## config.mk

```make
export PLATFORM = sky130hd
export DESIGN_NAME = usb_transfer_descriptor_planner_top
export DESIGN_NICKNAME = d
export VERILOG_FILES = /design/src/hw/rtl/usbtdp_pkg.sv /design/src/hw/rtl/usb_transfer_descriptor_planner_top.sv /design/src/hw/rtl/usbtdp_ram.sv /design/src/hw/rtl/usbtdp_ctrl.sv /design/src/hw/rtl/usbtdp_datapath.sv
export VERILOG_INCLUDE_DIRS = /design/src /design/src/hw/rtl
export SDC_FILE = /design/constraint.sdc
export NUM_CORES = 2
export LEC_CHECK = 0
export BUFFER_PORTS_ARGS = -buffer_cell sky130_fd_sc_hd__clkbuf_2
export CORE_ASPECT_RATIO = 1.25
export CORE_MARGIN = 1.5
export CORE_UTILIZATION = 30
export DETAILED_ROUTE_END_ITERATION = 6
export SYNTH_ARGS = -nofsm -noshare
export SYNTH_HDL_FRONTEND = slang
export SYNTH_SLANG_ARGS = --single-unit
```

## constraint.sdc

```tcl
create_clock -name clk -period 162.4 [get_ports clk]
set_input_delay 32.48 -clock clk [delete_from_list [all_inputs] [get_ports clk]]
set_output_delay 32.48 -clock clk [all_outputs]
set_load 0.005 [all_outputs]
```

## src/hw/rtl/usb_transfer_descriptor_planner_top_defines.svh

```systemverilog
// assertion macros shared by the planner modules
// each use needs clk and rst_n in scope
`ifndef USB_TRANSFER_DESCRIPTOR_PLANNER_TOP_DEFINES_SVH
`define USB_TRANSFER_DESCRIPTOR_PLANNER_TOP_DEFINES_SVH

// consequence in the same cycle
`define USBTDP_ASSERT_IMP(label, ante, cons) \
    label: assert property (@(posedge clk) disable iff (!rst_n) (ante) |-> (cons)) \
        else $error("usbtdp assertion failed");

// consequence in the next cycle
`define USBTDP_ASSERT_NXT(label, ante, cons) \
    label: assert property (@(posedge clk) disable iff (!rst_n) (ante) |=> (cons)) \
        else $error("usbtdp assertion failed");

`endif

```

## src/hw/rtl/usbtdp_pkg.sv

```systemverilog
package usbtdp_pkg;

    localparam int MAX_DESCRIPTORS = 64;
    localparam int TOGGLE_ENTRIES = 2048;

    localparam int IDX_W = $clog2(TOGGLE_ENTRIES);
    localparam int RAW_W = 11;
    localparam int ENT_W = RAW_W + 1;
    localparam int LIMIT_W = $clog2(MAX_DESCRIPTORS + 1);
    localparam int MPS_W = 10;
    localparam int LEN_W = 12;
    localparam int SLEN_W = 4;
    localparam int PROD_W = MPS_W + LIMIT_W;

    localparam logic [LIMIT_W-1:0] DATA_LIMIT = LIMIT_W'(MAX_DESCRIPTORS);
    localparam logic [LIMIT_W-1:0] CTRL_LIMIT = LIMIT_W'(MAX_DESCRIPTORS - 2);
    localparam logic [ENT_W-1:0] ENTRIES_EXT = ENT_W'(TOGGLE_ENTRIES);
    localparam logic [IDX_W-1:0] LAST_IDX = IDX_W'(TOGGLE_ENTRIES - 1);

    typedef enum logic [1:0] {
        PID_SETUP = 2'd0,
        PID_OUT   = 2'd1,
        PID_IN    = 2'd2
    } pid_t;

    typedef enum logic [1:0] {
        ST_OK      = 2'd0,
        ST_EMPTY   = 2'd1,
        ST_TOOLONG = 2'd2
    } status_t;

    typedef enum logic [2:0] {
        EMIT_NONE   = 3'd0,
        EMIT_SETUP  = 3'd1,
        EMIT_DATA   = 3'd2,
        EMIT_STATUS = 3'd3,
        EMIT_REPORT = 3'd4
    } emit_t;

    typedef struct packed {
        logic  clear_step;
        logic  capture;
        logic  reduce;
        logic  load_toggle;
        emit_t emit;
        logic  wr_toggle;
    } dp_cmd_t;

    typedef struct packed {
        logic clear_done;
        logic idx_ready;
        logic is_ctrl;
        logic is_empty;
        logic too_long;
        logic len_zero;
        logic data_last;
        logic out_free;
    } dp_sts_t;

endpackage

```

## src/hw/rtl/usb_transfer_descriptor_planner_top.sv

```systemverilog
// after reset the toggle store is swept to zero, one entry a cycle, with in_ready low;
// the result register comes up empty
// an item goes through capture, the index check (repeated for each table wrap when the
// store is smaller than the endpoint space), decide, and a store lookup for data transfers,
// then one descriptor a cycle while out_ready holds; no new item is taken before the
// last descriptor is issued, and the next item can be taken the cycle after it
module usb_transfer_descriptor_planner_top (
    input  logic        clk,
    input  logic        rst_n,
    input  logic        in_valid,
    output logic        in_ready,
    input  logic        cmd,
    input  logic        direction_in,
    input  logic [11:0] transfer_length,
    input  logic [3:0]  setup_length,
    input  logic [9:0]  ep_packet_size,
    input  logic        slow_link,
    input  logic [6:0]  device_address,
    input  logic [3:0]  endpoint_number,
    output logic        out_valid,
    input  logic        out_ready,
    output logic [1:0]  packet_id,
    output logic [9:0]  packet_length,
    output logic [11:0] buffer_offset,
    output logic        data_toggle,
    output logic [6:0]  target_address,
    output logic [3:0]  target_endpoint,
    output logic        slow_device,
    output logic        last_with_ioc,
    output logic [1:0]  status
);

    import usbtdp_pkg::*;

    dp_cmd_t dp_cmd;
    dp_sts_t sts;

    usbtdp_ctrl u_ctrl (
        .clk      (clk),
        .rst_n    (rst_n),
        .in_valid (in_valid),
        .in_ready (in_ready),
        .sts      (sts),
        .dp_cmd   (dp_cmd)
    );

    usbtdp_datapath u_datapath (
        .clk             (clk),
        .rst_n           (rst_n),
        .dp_cmd          (dp_cmd),
        .sts             (sts),
        .cmd             (cmd),
        .direction_in    (direction_in),
        .transfer_length (transfer_length),
        .setup_length    (setup_length),
        .ep_packet_size  (ep_packet_size),
        .slow_link       (slow_link),
        .device_address  (device_address),
        .endpoint_number (endpoint_number),
        .out_valid       (out_valid),
        .out_ready       (out_ready),
        .packet_id       (packet_id),
        .packet_length   (packet_length),
        .buffer_offset   (buffer_offset),
        .data_toggle     (data_toggle),
        .target_address  (target_address),
        .target_endpoint (target_endpoint),
        .slow_device     (slow_device),
        .last_with_ioc   (last_with_ioc),
        .status          (status)
    );

endmodule

```

## src/hw/rtl/usbtdp_ram.sv

```systemverilog
module usbtdp_ram #(
    parameter int WIDTH = 1,
    parameter int DEPTH = 2048
) (
    input  logic                     clk,
    input  logic                     wr_en,
    input  logic [$clog2(DEPTH)-1:0] wr_addr,
    input  logic [WIDTH-1:0]         wr_data,
    input  logic [$clog2(DEPTH)-1:0] rd_addr,
    output logic [WIDTH-1:0]         rd_data
);

    logic [WIDTH-1:0] mem [DEPTH];
    logic [WIDTH-1:0] rd_data_reg;

    always_ff @(posedge clk)
    begin
        if (wr_en)
        begin
            mem[wr_addr] <= wr_data;
        end
        rd_data_reg <= mem[rd_addr];
    end

    assign rd_data = rd_data_reg;

endmodule

```

## src/hw/rtl/usbtdp_ctrl.sv

```systemverilog
`include "usb_transfer_descriptor_planner_top_defines.svh"

module usbtdp_ctrl (
    input  logic               clk,
    input  logic               rst_n,
    input  logic               in_valid,
    output logic               in_ready,
    input  usbtdp_pkg::dp_sts_t sts,
    output usbtdp_pkg::dp_cmd_t dp_cmd
);

    import usbtdp_pkg::*;

    typedef enum logic [8:0] {
        S_CLEAR  = 9'b000000001,
        S_IDLE   = 9'b000000010,
        S_CHECK  = 9'b000000100,
        S_DECIDE = 9'b000001000,
        S_LOOKUP = 9'b000010000,
        S_SETUP  = 9'b000100000,
        S_DATA   = 9'b001000000,
        S_STATUS = 9'b010000000,
        S_REPORT = 9'b100000000
    } state_t;

    state_t state_reg;
    state_t state_next;

    always_comb
    begin
        state_next = state_reg;
        in_ready = 1'b0;
        dp_cmd = '0;
        dp_cmd.emit = EMIT_NONE;
        unique case (state_reg)
            S_CLEAR:
            begin
                dp_cmd.clear_step = 1'b1;
                if (sts.clear_done)
                begin
                    state_next = S_IDLE;
                end
            end
            S_IDLE:
            begin
                in_ready = 1'b1;
                if (in_valid)
                begin
                    dp_cmd.capture = 1'b1;
                    state_next = S_CHECK;
                end
            end
            S_CHECK:
            begin
                dp_cmd.reduce = 1'b1;
                if (sts.idx_ready)
                begin
                    state_next = S_DECIDE;
                end
            end
            S_DECIDE:
            begin
                priority if (sts.is_empty || sts.too_long)
                begin
                    state_next = S_REPORT;
                end
                else if (sts.is_ctrl)
                begin
                    state_next = S_SETUP;
                end
                else
                begin
                    state_next = S_LOOKUP;
                end
            end
            S_LOOKUP:
            begin
                dp_cmd.load_toggle = 1'b1;
                state_next = S_DATA;
            end
            S_SETUP:
            begin
                if (sts.out_free)
                begin
                    dp_cmd.emit = EMIT_SETUP;
                    state_next = sts.len_zero ? S_STATUS : S_DATA;
                end
            end
            S_DATA:
            begin
                if (sts.out_free)
                begin
                    dp_cmd.emit = EMIT_DATA;
                    if (sts.data_last)
                    begin
                        if (sts.is_ctrl)
                        begin
                            state_next = S_STATUS;
                        end
                        else
                        begin
                            dp_cmd.wr_toggle = 1'b1;
                            state_next = S_IDLE;
                        end
                    end
                end
            end
            S_STATUS:
            begin
                if (sts.out_free)
                begin
                    dp_cmd.emit = EMIT_STATUS;
                    state_next = S_IDLE;
                end
            end
            S_REPORT:
            begin
                if (sts.out_free)
                begin
                    dp_cmd.emit = EMIT_REPORT;
                    state_next = S_IDLE;
                end
            end
            default:
            begin
                state_next = S_IDLE;
            end
        endcase
    end

    always_ff @(posedge clk or negedge rst_n)
    begin
        if (!rst_n)
        begin
            state_reg <= S_CLEAR;
        end
        else
        begin
            state_reg <= state_next;
        end
    end

    `USBTDP_ASSERT_NXT(a_accept_starts_check, in_valid && in_ready, state_reg == S_CHECK)
    `USBTDP_ASSERT_IMP(a_emit_needs_room, dp_cmd.emit != EMIT_NONE, sts.out_free)
    `USBTDP_ASSERT_IMP(a_writeback_data_only,
        dp_cmd.wr_toggle, sts.data_last && !sts.is_ctrl && dp_cmd.emit == EMIT_DATA)

endmodule

```

## src/hw/rtl/usbtdp_datapath.sv

```systemverilog
`include "usb_transfer_descriptor_planner_top_defines.svh"

module usbtdp_datapath (
    input  logic                clk,
    input  logic                rst_n,
    input  usbtdp_pkg::dp_cmd_t dp_cmd,
    output usbtdp_pkg::dp_sts_t sts,
    input  logic                cmd,
    input  logic                direction_in,
    input  logic [11:0]         transfer_length,
    input  logic [3:0]          setup_length,
    input  logic [9:0]          ep_packet_size,
    input  logic                slow_link,
    input  logic [6:0]          device_address,
    input  logic [3:0]          endpoint_number,
    output logic                out_valid,
    input  logic                out_ready,
    output logic [1:0]          packet_id,
    output logic [9:0]          packet_length,
    output logic [11:0]         buffer_offset,
    output logic                data_toggle,
    output logic [6:0]          target_address,
    output logic [3:0]          target_endpoint,
    output logic                slow_device,
    output logic                last_with_ioc,
    output logic [1:0]          status
);

    import usbtdp_pkg::*;

    // request
    logic               ctrl_reg;
    logic               dir_reg;
    logic               low_reg;
    logic [6:0]         addr_reg;
    logic [3:0]         ep_reg;
    logic [SLEN_W-1:0]  slen_reg;
    logic [MPS_W-1:0]   mps_reg;
    logic [LEN_W-1:0]   len_reg;
    logic [LEN_W-1:0]   remain_reg;
    logic [LEN_W-1:0]   off_reg;
    logic               tog_reg;
    logic [RAW_W-1:0]   idx_reg;
    logic [PROD_W-1:0]  prod_reg;
    logic [IDX_W-1:0]   clr_reg;

    // result register
    logic               out_valid_reg;
    pid_t               pid_reg;
    logic [MPS_W-1:0]   plen_reg;
    logic [LEN_W-1:0]   boff_reg;
    logic               otog_reg;
    logic [6:0]         oaddr_reg;
    logic [3:0]         oep_reg;
    logic               olow_reg;
    logic               ioc_reg;
    status_t            status_reg;

    logic [LIMIT_W-1:0] limit;
    logic [MPS_W-1:0]   plen;
    logic               data_last;
    logic               idx_high;
    logic               ram_wr_en;
    logic [IDX_W-1:0]   ram_wr_addr;
    logic               ram_wr_data;
    logic               ram_rd_data;
    logic               load;

    assign limit = ctrl_reg ? CTRL_LIMIT : DATA_LIMIT;
    assign data_last = remain_reg <= LEN_W'(mps_reg);
    assign plen = data_last ? remain_reg[MPS_W-1:0] : mps_reg;
    assign idx_high = {1'b0, idx_reg} >= ENTRIES_EXT;
    assign load = dp_cmd.emit != EMIT_NONE;

    assign sts.clear_done = clr_reg == LAST_IDX;
    assign sts.idx_ready = !idx_high;
    assign sts.is_ctrl = ctrl_reg;
    assign sts.is_empty = !ctrl_reg && (len_reg == '0);
    assign sts.too_long = PROD_W'(len_reg) > prod_reg;
    assign sts.len_zero = len_reg == '0;
    assign sts.data_last = data_last;
    assign sts.out_free = !out_valid_reg || out_ready;

    assign ram_wr_en = dp_cmd.clear_step || dp_cmd.wr_toggle;
    assign ram_wr_addr = dp_cmd.clear_step ? clr_reg : idx_reg[IDX_W-1:0];
    assign ram_wr_data = dp_cmd.clear_step ? 1'b0 : ~tog_reg;

    usbtdp_ram #(
        .WIDTH (1),
        .DEPTH (TOGGLE_ENTRIES)
    ) u_toggle_ram (
        .clk     (clk),
        .wr_en   (ram_wr_en),
        .wr_addr (ram_wr_addr),
        .wr_data (ram_wr_data),
        .rd_addr (idx_reg[IDX_W-1:0]),
        .rd_data (ram_rd_data)
    );

    always_ff @(posedge clk or negedge rst_n)
    begin
        if (!rst_n)
        begin
            out_valid_reg <= 1'b0;
            clr_reg <= '0;
        end
        else
        begin
            if (load)
            begin
                out_valid_reg <= 1'b1;
            end
            else if (out_ready)
            begin
                out_valid_reg <= 1'b0;
            end
            if (dp_cmd.clear_step)
            begin
                clr_reg <= clr_reg + 1'b1;
            end
        end
    end

    always_ff @(posedge clk)
    begin
        prod_reg <= PROD_W'(mps_reg) * PROD_W'(limit);
        if (dp_cmd.capture)
        begin
            ctrl_reg <= cmd;
            dir_reg <= direction_in;
            low_reg <= slow_link;
            addr_reg <= device_address;
            ep_reg <= endpoint_number;
            slen_reg <= setup_length;
            mps_reg <= (ep_packet_size == '0) ? MPS_W'(1) : ep_packet_size;
            len_reg <= transfer_length;
            remain_reg <= transfer_length;
            off_reg <= '0;
            tog_reg <= 1'b0;
            idx_reg <= {device_address, endpoint_number};
        end
        else
        begin
            if (dp_cmd.reduce && idx_high)
            begin
                idx_reg <= idx_reg - ENTRIES_EXT[RAW_W-1:0];
            end
            if (dp_cmd.load_toggle)
            begin
                tog_reg <= ram_rd_data;
            end
            if (dp_cmd.emit == EMIT_SETUP)
            begin
                tog_reg <= 1'b1;
            end
            if (dp_cmd.emit == EMIT_DATA)
            begin
                tog_reg <= ~tog_reg;
                off_reg <= off_reg + LEN_W'(plen);
                remain_reg <= remain_reg - LEN_W'(plen);
            end
        end

        if (load)
        begin
            oaddr_reg <= addr_reg;
            oep_reg <= ep_reg;
            olow_reg <= low_reg;
        end
        unique case (dp_cmd.emit)
            EMIT_NONE:
            begin
            end
            EMIT_SETUP:
            begin
                pid_reg <= PID_SETUP;
                plen_reg <= MPS_W'(slen_reg);
                boff_reg <= '0;
                otog_reg <= 1'b0;
                ioc_reg <= 1'b0;
                status_reg <= ST_OK;
            end
            EMIT_DATA:
            begin
                pid_reg <= dir_reg ? PID_IN : PID_OUT;
                plen_reg <= plen;
                boff_reg <= off_reg;
                otog_reg <= tog_reg;
                ioc_reg <= !ctrl_reg && data_last;
                status_reg <= ST_OK;
            end
            EMIT_STATUS:
            begin
                pid_reg <= dir_reg ? PID_OUT : PID_IN;
                plen_reg <= '0;
                boff_reg <= '0;
                otog_reg <= 1'b1;
                ioc_reg <= 1'b1;
                status_reg <= ST_OK;
            end
            EMIT_REPORT:
            begin
                pid_reg <= PID_SETUP;
                plen_reg <= '0;
                boff_reg <= '0;
                otog_reg <= 1'b0;
                ioc_reg <= 1'b0;
                status_reg <= sts.is_empty ? ST_EMPTY : ST_TOOLONG;
            end
            default:
            begin
            end
        endcase
    end

    assign out_valid = out_valid_reg;
    assign packet_id = pid_reg;
    assign packet_length = plen_reg;
    assign buffer_offset = boff_reg;
    assign data_toggle = otog_reg;
    assign target_address = oaddr_reg;
    assign target_endpoint = oep_reg;
    assign slow_device = olow_reg;
    assign last_with_ioc = ioc_reg;
    assign status = status_reg;

    `USBTDP_ASSERT_NXT(a_data_leaves_remainder,
        dp_cmd.emit == EMIT_DATA && !data_last, remain_reg != '0)
    `USBTDP_ASSERT_NXT(a_toggle_alternates,
        dp_cmd.emit == EMIT_DATA, tog_reg != $past(tog_reg))
    `USBTDP_ASSERT_NXT(a_result_held,
        out_valid_reg && !out_ready, out_valid_reg && $stable(plen_reg) && $stable(boff_reg))

endmodule
```

==> summary.md <==
| Metric | Value |
|---|---|
| Worst Path Arrival | 37.01 ns |
| I/O pin cnt | 86 |
| Overall die area | 325900 um^2 |
| Clock power frac | about a third |
| Routed length per placed instance | 24.09 um |
| Worst hold path type | flop to flop |
| GPL Wtd Cong | 0.7927 |
| Floorplan row count | 232 |
| Setup Buffers After CTS | 0 |
| Post-Layout Cell Count | between 10000 and 15000 |
| Syn nets | 6803 |
| Start of the worst register-to-register path | u_datapath.idx_reg[1]$_DFFE_PP_ |
| Setup repair after global routing missed its margin | no |
| Slack of the worst reg-to-reg path | 155.62 ns |
| Net switching power | 0.0004381 W |
| Final net count | between 6000 and 7000 |
| Mean post-synth cell area | 14.55 um^2 |
| Max Slew Vio Count | 0 |
| Combinational share of power | 21.3% |
| Power, Total | 0.001530 W |
| Chip Height | 637.9 um |
| Final HPWL DP | ~150000 um |
| Sequential fraction of design power | 45.0% |
| Number of flip-flops in the largest register | about 2000 |
| Synthesized instance count | around 6600 |
| Fraction of layout cells with a size suffix above 1 | around 17% |
| Shortest clock period the worst path allows after layout | 36.42 ns |
| Most used cell along the critical path | sky130_fd_sc_hd__buf_4 |
| Critical Path Max Stage Delay | 0.85 ns |
| H-tree Lvls | 4 |
| DRT antenna net count | 0 |
| Global-route wire length before repair | 383000 um |
| Remaining Overflow, GRT | 0 |
| Area added between synthesis and finish | 11.76% |
| RR Endpoint | u_datapath.u_toggle_ram.rd_data$_DFF_P_ |
| Number of flops mapped to enable cells by yosys | 2140 |
| Crit start category | primary input |
| Vias/cell | just over 5 |
| Max transition margin | 9.204% |
| Total vias in the final route | 56440 |
| Clock slew at reported path FFs | 0.06 ns |
| Number of hold-repair buffers added at the cts stage | 0 |
| Required time of the worst setup path | 162.99 ns |
| Clock tree from TritonCTS | yes |
| Logic depth of the worst setup path including buffers | 9 |
| Max frequency | 27.46 MHz |
| DRC | 0 |
| Result of the run | finished clean |
| Cells along the critical path | clkbuf_2 > nand2b_1 > nand2_1 > or4_1 > o21ai_4 > buf_4 > nand3_4 > buf_4 > nor2_1 |
| Largest net degree at the start of global routing | 269 |
| Worst Hold Margin | 0.4310 ns |
| Critical path capture point type | flop |
| Fill cell count | slightly above 30000 |
| CTS Root Cell | sky130_fd_sc_hd__clkbuf_16 |
| Kind of cell adding the most delay to the critical path | simple AND/OR/NAND/NOR gates |
| Proportion of register bits with asynchronous set or reset after synthesis | 0.9585% |
| Number of gates resized after cts | 0 |
| Sum of negative setup slack | 0 ns |
| Largest fanout on the critical path | 34 |
| Final WL | 262500 um |
| Hold Violations, Final | 0 |
| First element of the critical path | out_ready |
| Count of routing violations after the opening detailed-route iteration | 6375 |
| Leakage power | 31.52 nW |
| Skew-Pair Late Insertion Delay | 0.91 ns |
| Number of antenna violations at the first check in global routing | 12 |
| Endpoints failing setup | 0 |
| Maximum ir drop on the vdd rail | between 0.009 and 0.01 mV |
| Number of iterations in the first detailed-routing pass | 5 |
| Leading register cell type out of synthesis | sky130_fd_sc_hd__edfxtp_1 |
| Number of buffers created by CTS | 234 |
| Worst setup path end | u_datapath.u_toggle_ram.mem[365]$_DFFE_PP_ |
| Total core area | approximately 320000 um^2 |
| Unique cell type count in the Yosys netlist | 75 |
| Cell internal pwr | 0.001092 W |
| # port buffers | 85 |
| Starting Density | 30.21% |
| Final setup skew | 0.05443 ns |
| Synth Cell Area | about 97000 um^2 |
| Post-Place Cells | about 10000 |
| X dimension of the die | roughly 510 um |
| Ys Warns | 0 |
| # Max-Cap Violations | 0 |
| Switching part of the total power | 28.64% |
| Vias in the first global route | a little under 60000 |
| Flops & latches, synth | around 2200 |
| Cell area power density | between 10 and 15 nW/um^2 |
| Leading cell type in the layout, fill and taps excluded | sky130_fd_sc_hd__edfxtp_1 |
| Most frequent cells in the layout | sky130_fd_sc_hd__edfxtp_1, sky130_fd_sc_hd__nor2_1, sky130_fd_sc_hd__mux4_2 |
| Sequential fraction of the synthesis area | 67.59% |
| Sink count of the clock tree | 2191 |
| Clock Path Buffers | 4 |
| Slowest CP cell | sky130_fd_sc_hd__nand3_4 |
| Final critical-path share of the clock period | 22.42% |
| Slew at the pin with the worst max-slew slack | 1.357 ns |
| GRT Util Overall | around 16% |
| Worst Reg2Reg Path Length in Cells | 13 |
| Buffers & Inverters on Critical Path | 3 |
| Startpoint-to-endpoint class of the critical path | primary input to flop |
==> power by group through the flow <==
| stage | combinational, W | sequential (W) | clock [W] |
|---|---|---|---|
| 2_1_floorplan | 0.000225 | 0.000840 | 0 |
| 3_3_place_gp | 0.000320 | 0.000699 | 0 |
| 3_5_place_dp | 0.000327 | 0.000699 | 0 |
| 4_1_cts | 0.000329 | 0.000687 | 0.000525 |
| 5_1_grt | 0.000355 | 0.000688 | 0.000545 |
| 6_report | 0.000326 | 0.000688 | 0.000516 |
==> logic make-up after synthesis <==
logic type / Yosys count / share of synthesized area (%)
AO/OA/AOI/OAI: 408 / 2.936
XOR/XNOR: 33 / 0.2988
flip-flops: 2191 / 67.59
adder cells (fa/ha/maj): 110 / 1.632
multiplexers: 654 / 13.46
AND/OR/NAND/NOR: 2526 / 10.67
buffers and inverters: 726 / 3.409
other: 1 / 0.003877
==> worst reg2reg max path, stage by stage (launching register included) <==
cell and delay [ns]:
sky130_fd_sc_hd__edfxtp_1 0.38, sky130_fd_sc_hd__buf_12 0.60, sky130_fd_sc_hd__buf_4 0.79, sky130_fd_sc_hd__buf_4 0.61, sky130_fd_sc_hd__buf_4 0.63, sky130_fd_sc_hd__buf_4 0.77
sky130_fd_sc_hd__mux4_2 0.47, sky130_fd_sc_hd__o21ai_0 0.53, sky130_fd_sc_hd__a211oi_1 0.18, sky130_fd_sc_hd__or4_1 0.72, sky130_fd_sc_hd__o21ai_1 0.19, sky130_fd_sc_hd__nor3_1 0.06
sky130_fd_sc_hd__a41oi_1 0.19, sky130_fd_sc_hd__nand4_1 0.38
==> per-layer routing <==
metal  global-route usage (%)  wire (um)
met1                    19.13     100500
met2                    27.94     133400
met3                    2.356      18050
met4                    6.142      10540
met5                        0         27
==> synth_stat cells, types with 16 or more instances <==
cell type	instances	area, um^2
sky130_fd_sc_hd__o221ai_1	49	429.2
sky130_fd_sc_hd__buf_1	170	638.1
sky130_fd_sc_hd__nand3_4	18	315.3
sky130_fd_sc_hd__clkbuf_1	191	716.9
sky130_fd_sc_hd__mux4_2	512	11530
sky130_fd_sc_hd__dfrtp_1	20	500.5
sky130_fd_sc_hd__o21ai_0	116	580.6
sky130_fd_sc_hd__a21oi_1	40	200.2
sky130_fd_sc_hd__xnor2_1	27	236.5
sky130_fd_sc_hd__mux2i_1	88	880.8
sky130_fd_sc_hd__nor3_1	18	90.09
sky130_fd_sc_hd__buf_2	178	890.9
sky130_fd_sc_hd__dfxtp_1	30	600.6
sky130_fd_sc_hd__o21a_1	16	120.1
sky130_fd_sc_hd__inv_1	111	416.7
sky130_fd_sc_hd__buf_6	18	202.7
sky130_fd_sc_hd__nor2_1	2129	7991
sky130_fd_sc_hd__a221o_1	16	160.2
sky130_fd_sc_hd__a31oi_1	18	112.6
sky130_fd_sc_hd__fa_1	27	540.5
sky130_fd_sc_hd__o22a_1	20	175.2
sky130_fd_sc_hd__a211oi_1	49	367.9
sky130_fd_sc_hd__nand3_1	25	125.1
sky130_fd_sc_hd__mux2_2	54	608.1
sky130_fd_sc_hd__buf_4	57	427.9
sky130_fd_sc_hd__ha_1	83	1039
sky130_fd_sc_hd__nor2b_1	53	331.6
sky130_fd_sc_hd__edfxtp_1	2140	64260
sky130_fd_sc_hd__nand2_1	169	634.4
==> cell type report <==
type,count,area [um^2],area share [%]
diodes,3,7.507,0.006944
clock buffers,310,6193,5.729
clock inverters,113,1051,0.9721
inverters,111,417.9,0.3865
multi-input cells,3732,28220,26.10
flip-flops and latches,2191,65390,60.48
well taps,4212,5270,4.874
repair buffers,224,1569,1.451
==> stage by stage <==
stage / instance area, um^2 / setup WS (ns) / util [%]
final: 108100 / 125.98 / 33.77
after global routing: 108100 / 125.66 / 33.77
after CTS: 108100 / 126.03 / 33.77
after detailed placement: 100900 / 125.08 / 31.50
after global placement: 100900 / 125.27 / 31.50
after floorplan: 96740 / 104.26 / -
==> worst min path at each step <==
| stage | from | endpoint | slack [ns] | cells past startpoint |
|---|---|---|---|---|
| CTS | u_datapath.low_reg$_DFFE_PP_ | u_datapath.slow_device$_DFFE_PP_ | 0.44 | 0 |
| floorplan | u_datapath.low_reg$_DFFE_PP_ | u_datapath.slow_device$_DFFE_PP_ | 0.40 | 0 |
| global placement | u_datapath.low_reg$_DFFE_PP_ | u_datapath.slow_device$_DFFE_PP_ | 0.42 | 0 |
| detailed placement | u_datapath.low_reg$_DFFE_PP_ | u_datapath.slow_device$_DFFE_PP_ | 0.41 | 0 |
| finish | u_datapath.low_reg$_DFFE_PP_ | u_datapath.slow_device$_DFFE_PP_ | 0.43 | 0 |
| global route | u_datapath.low_reg$_DFFE_PP_ | u_datapath.slow_device$_DFFE_PP_ | 0.45 | 0 |
No activity file was read; power rests on OpenSTA's default activity.
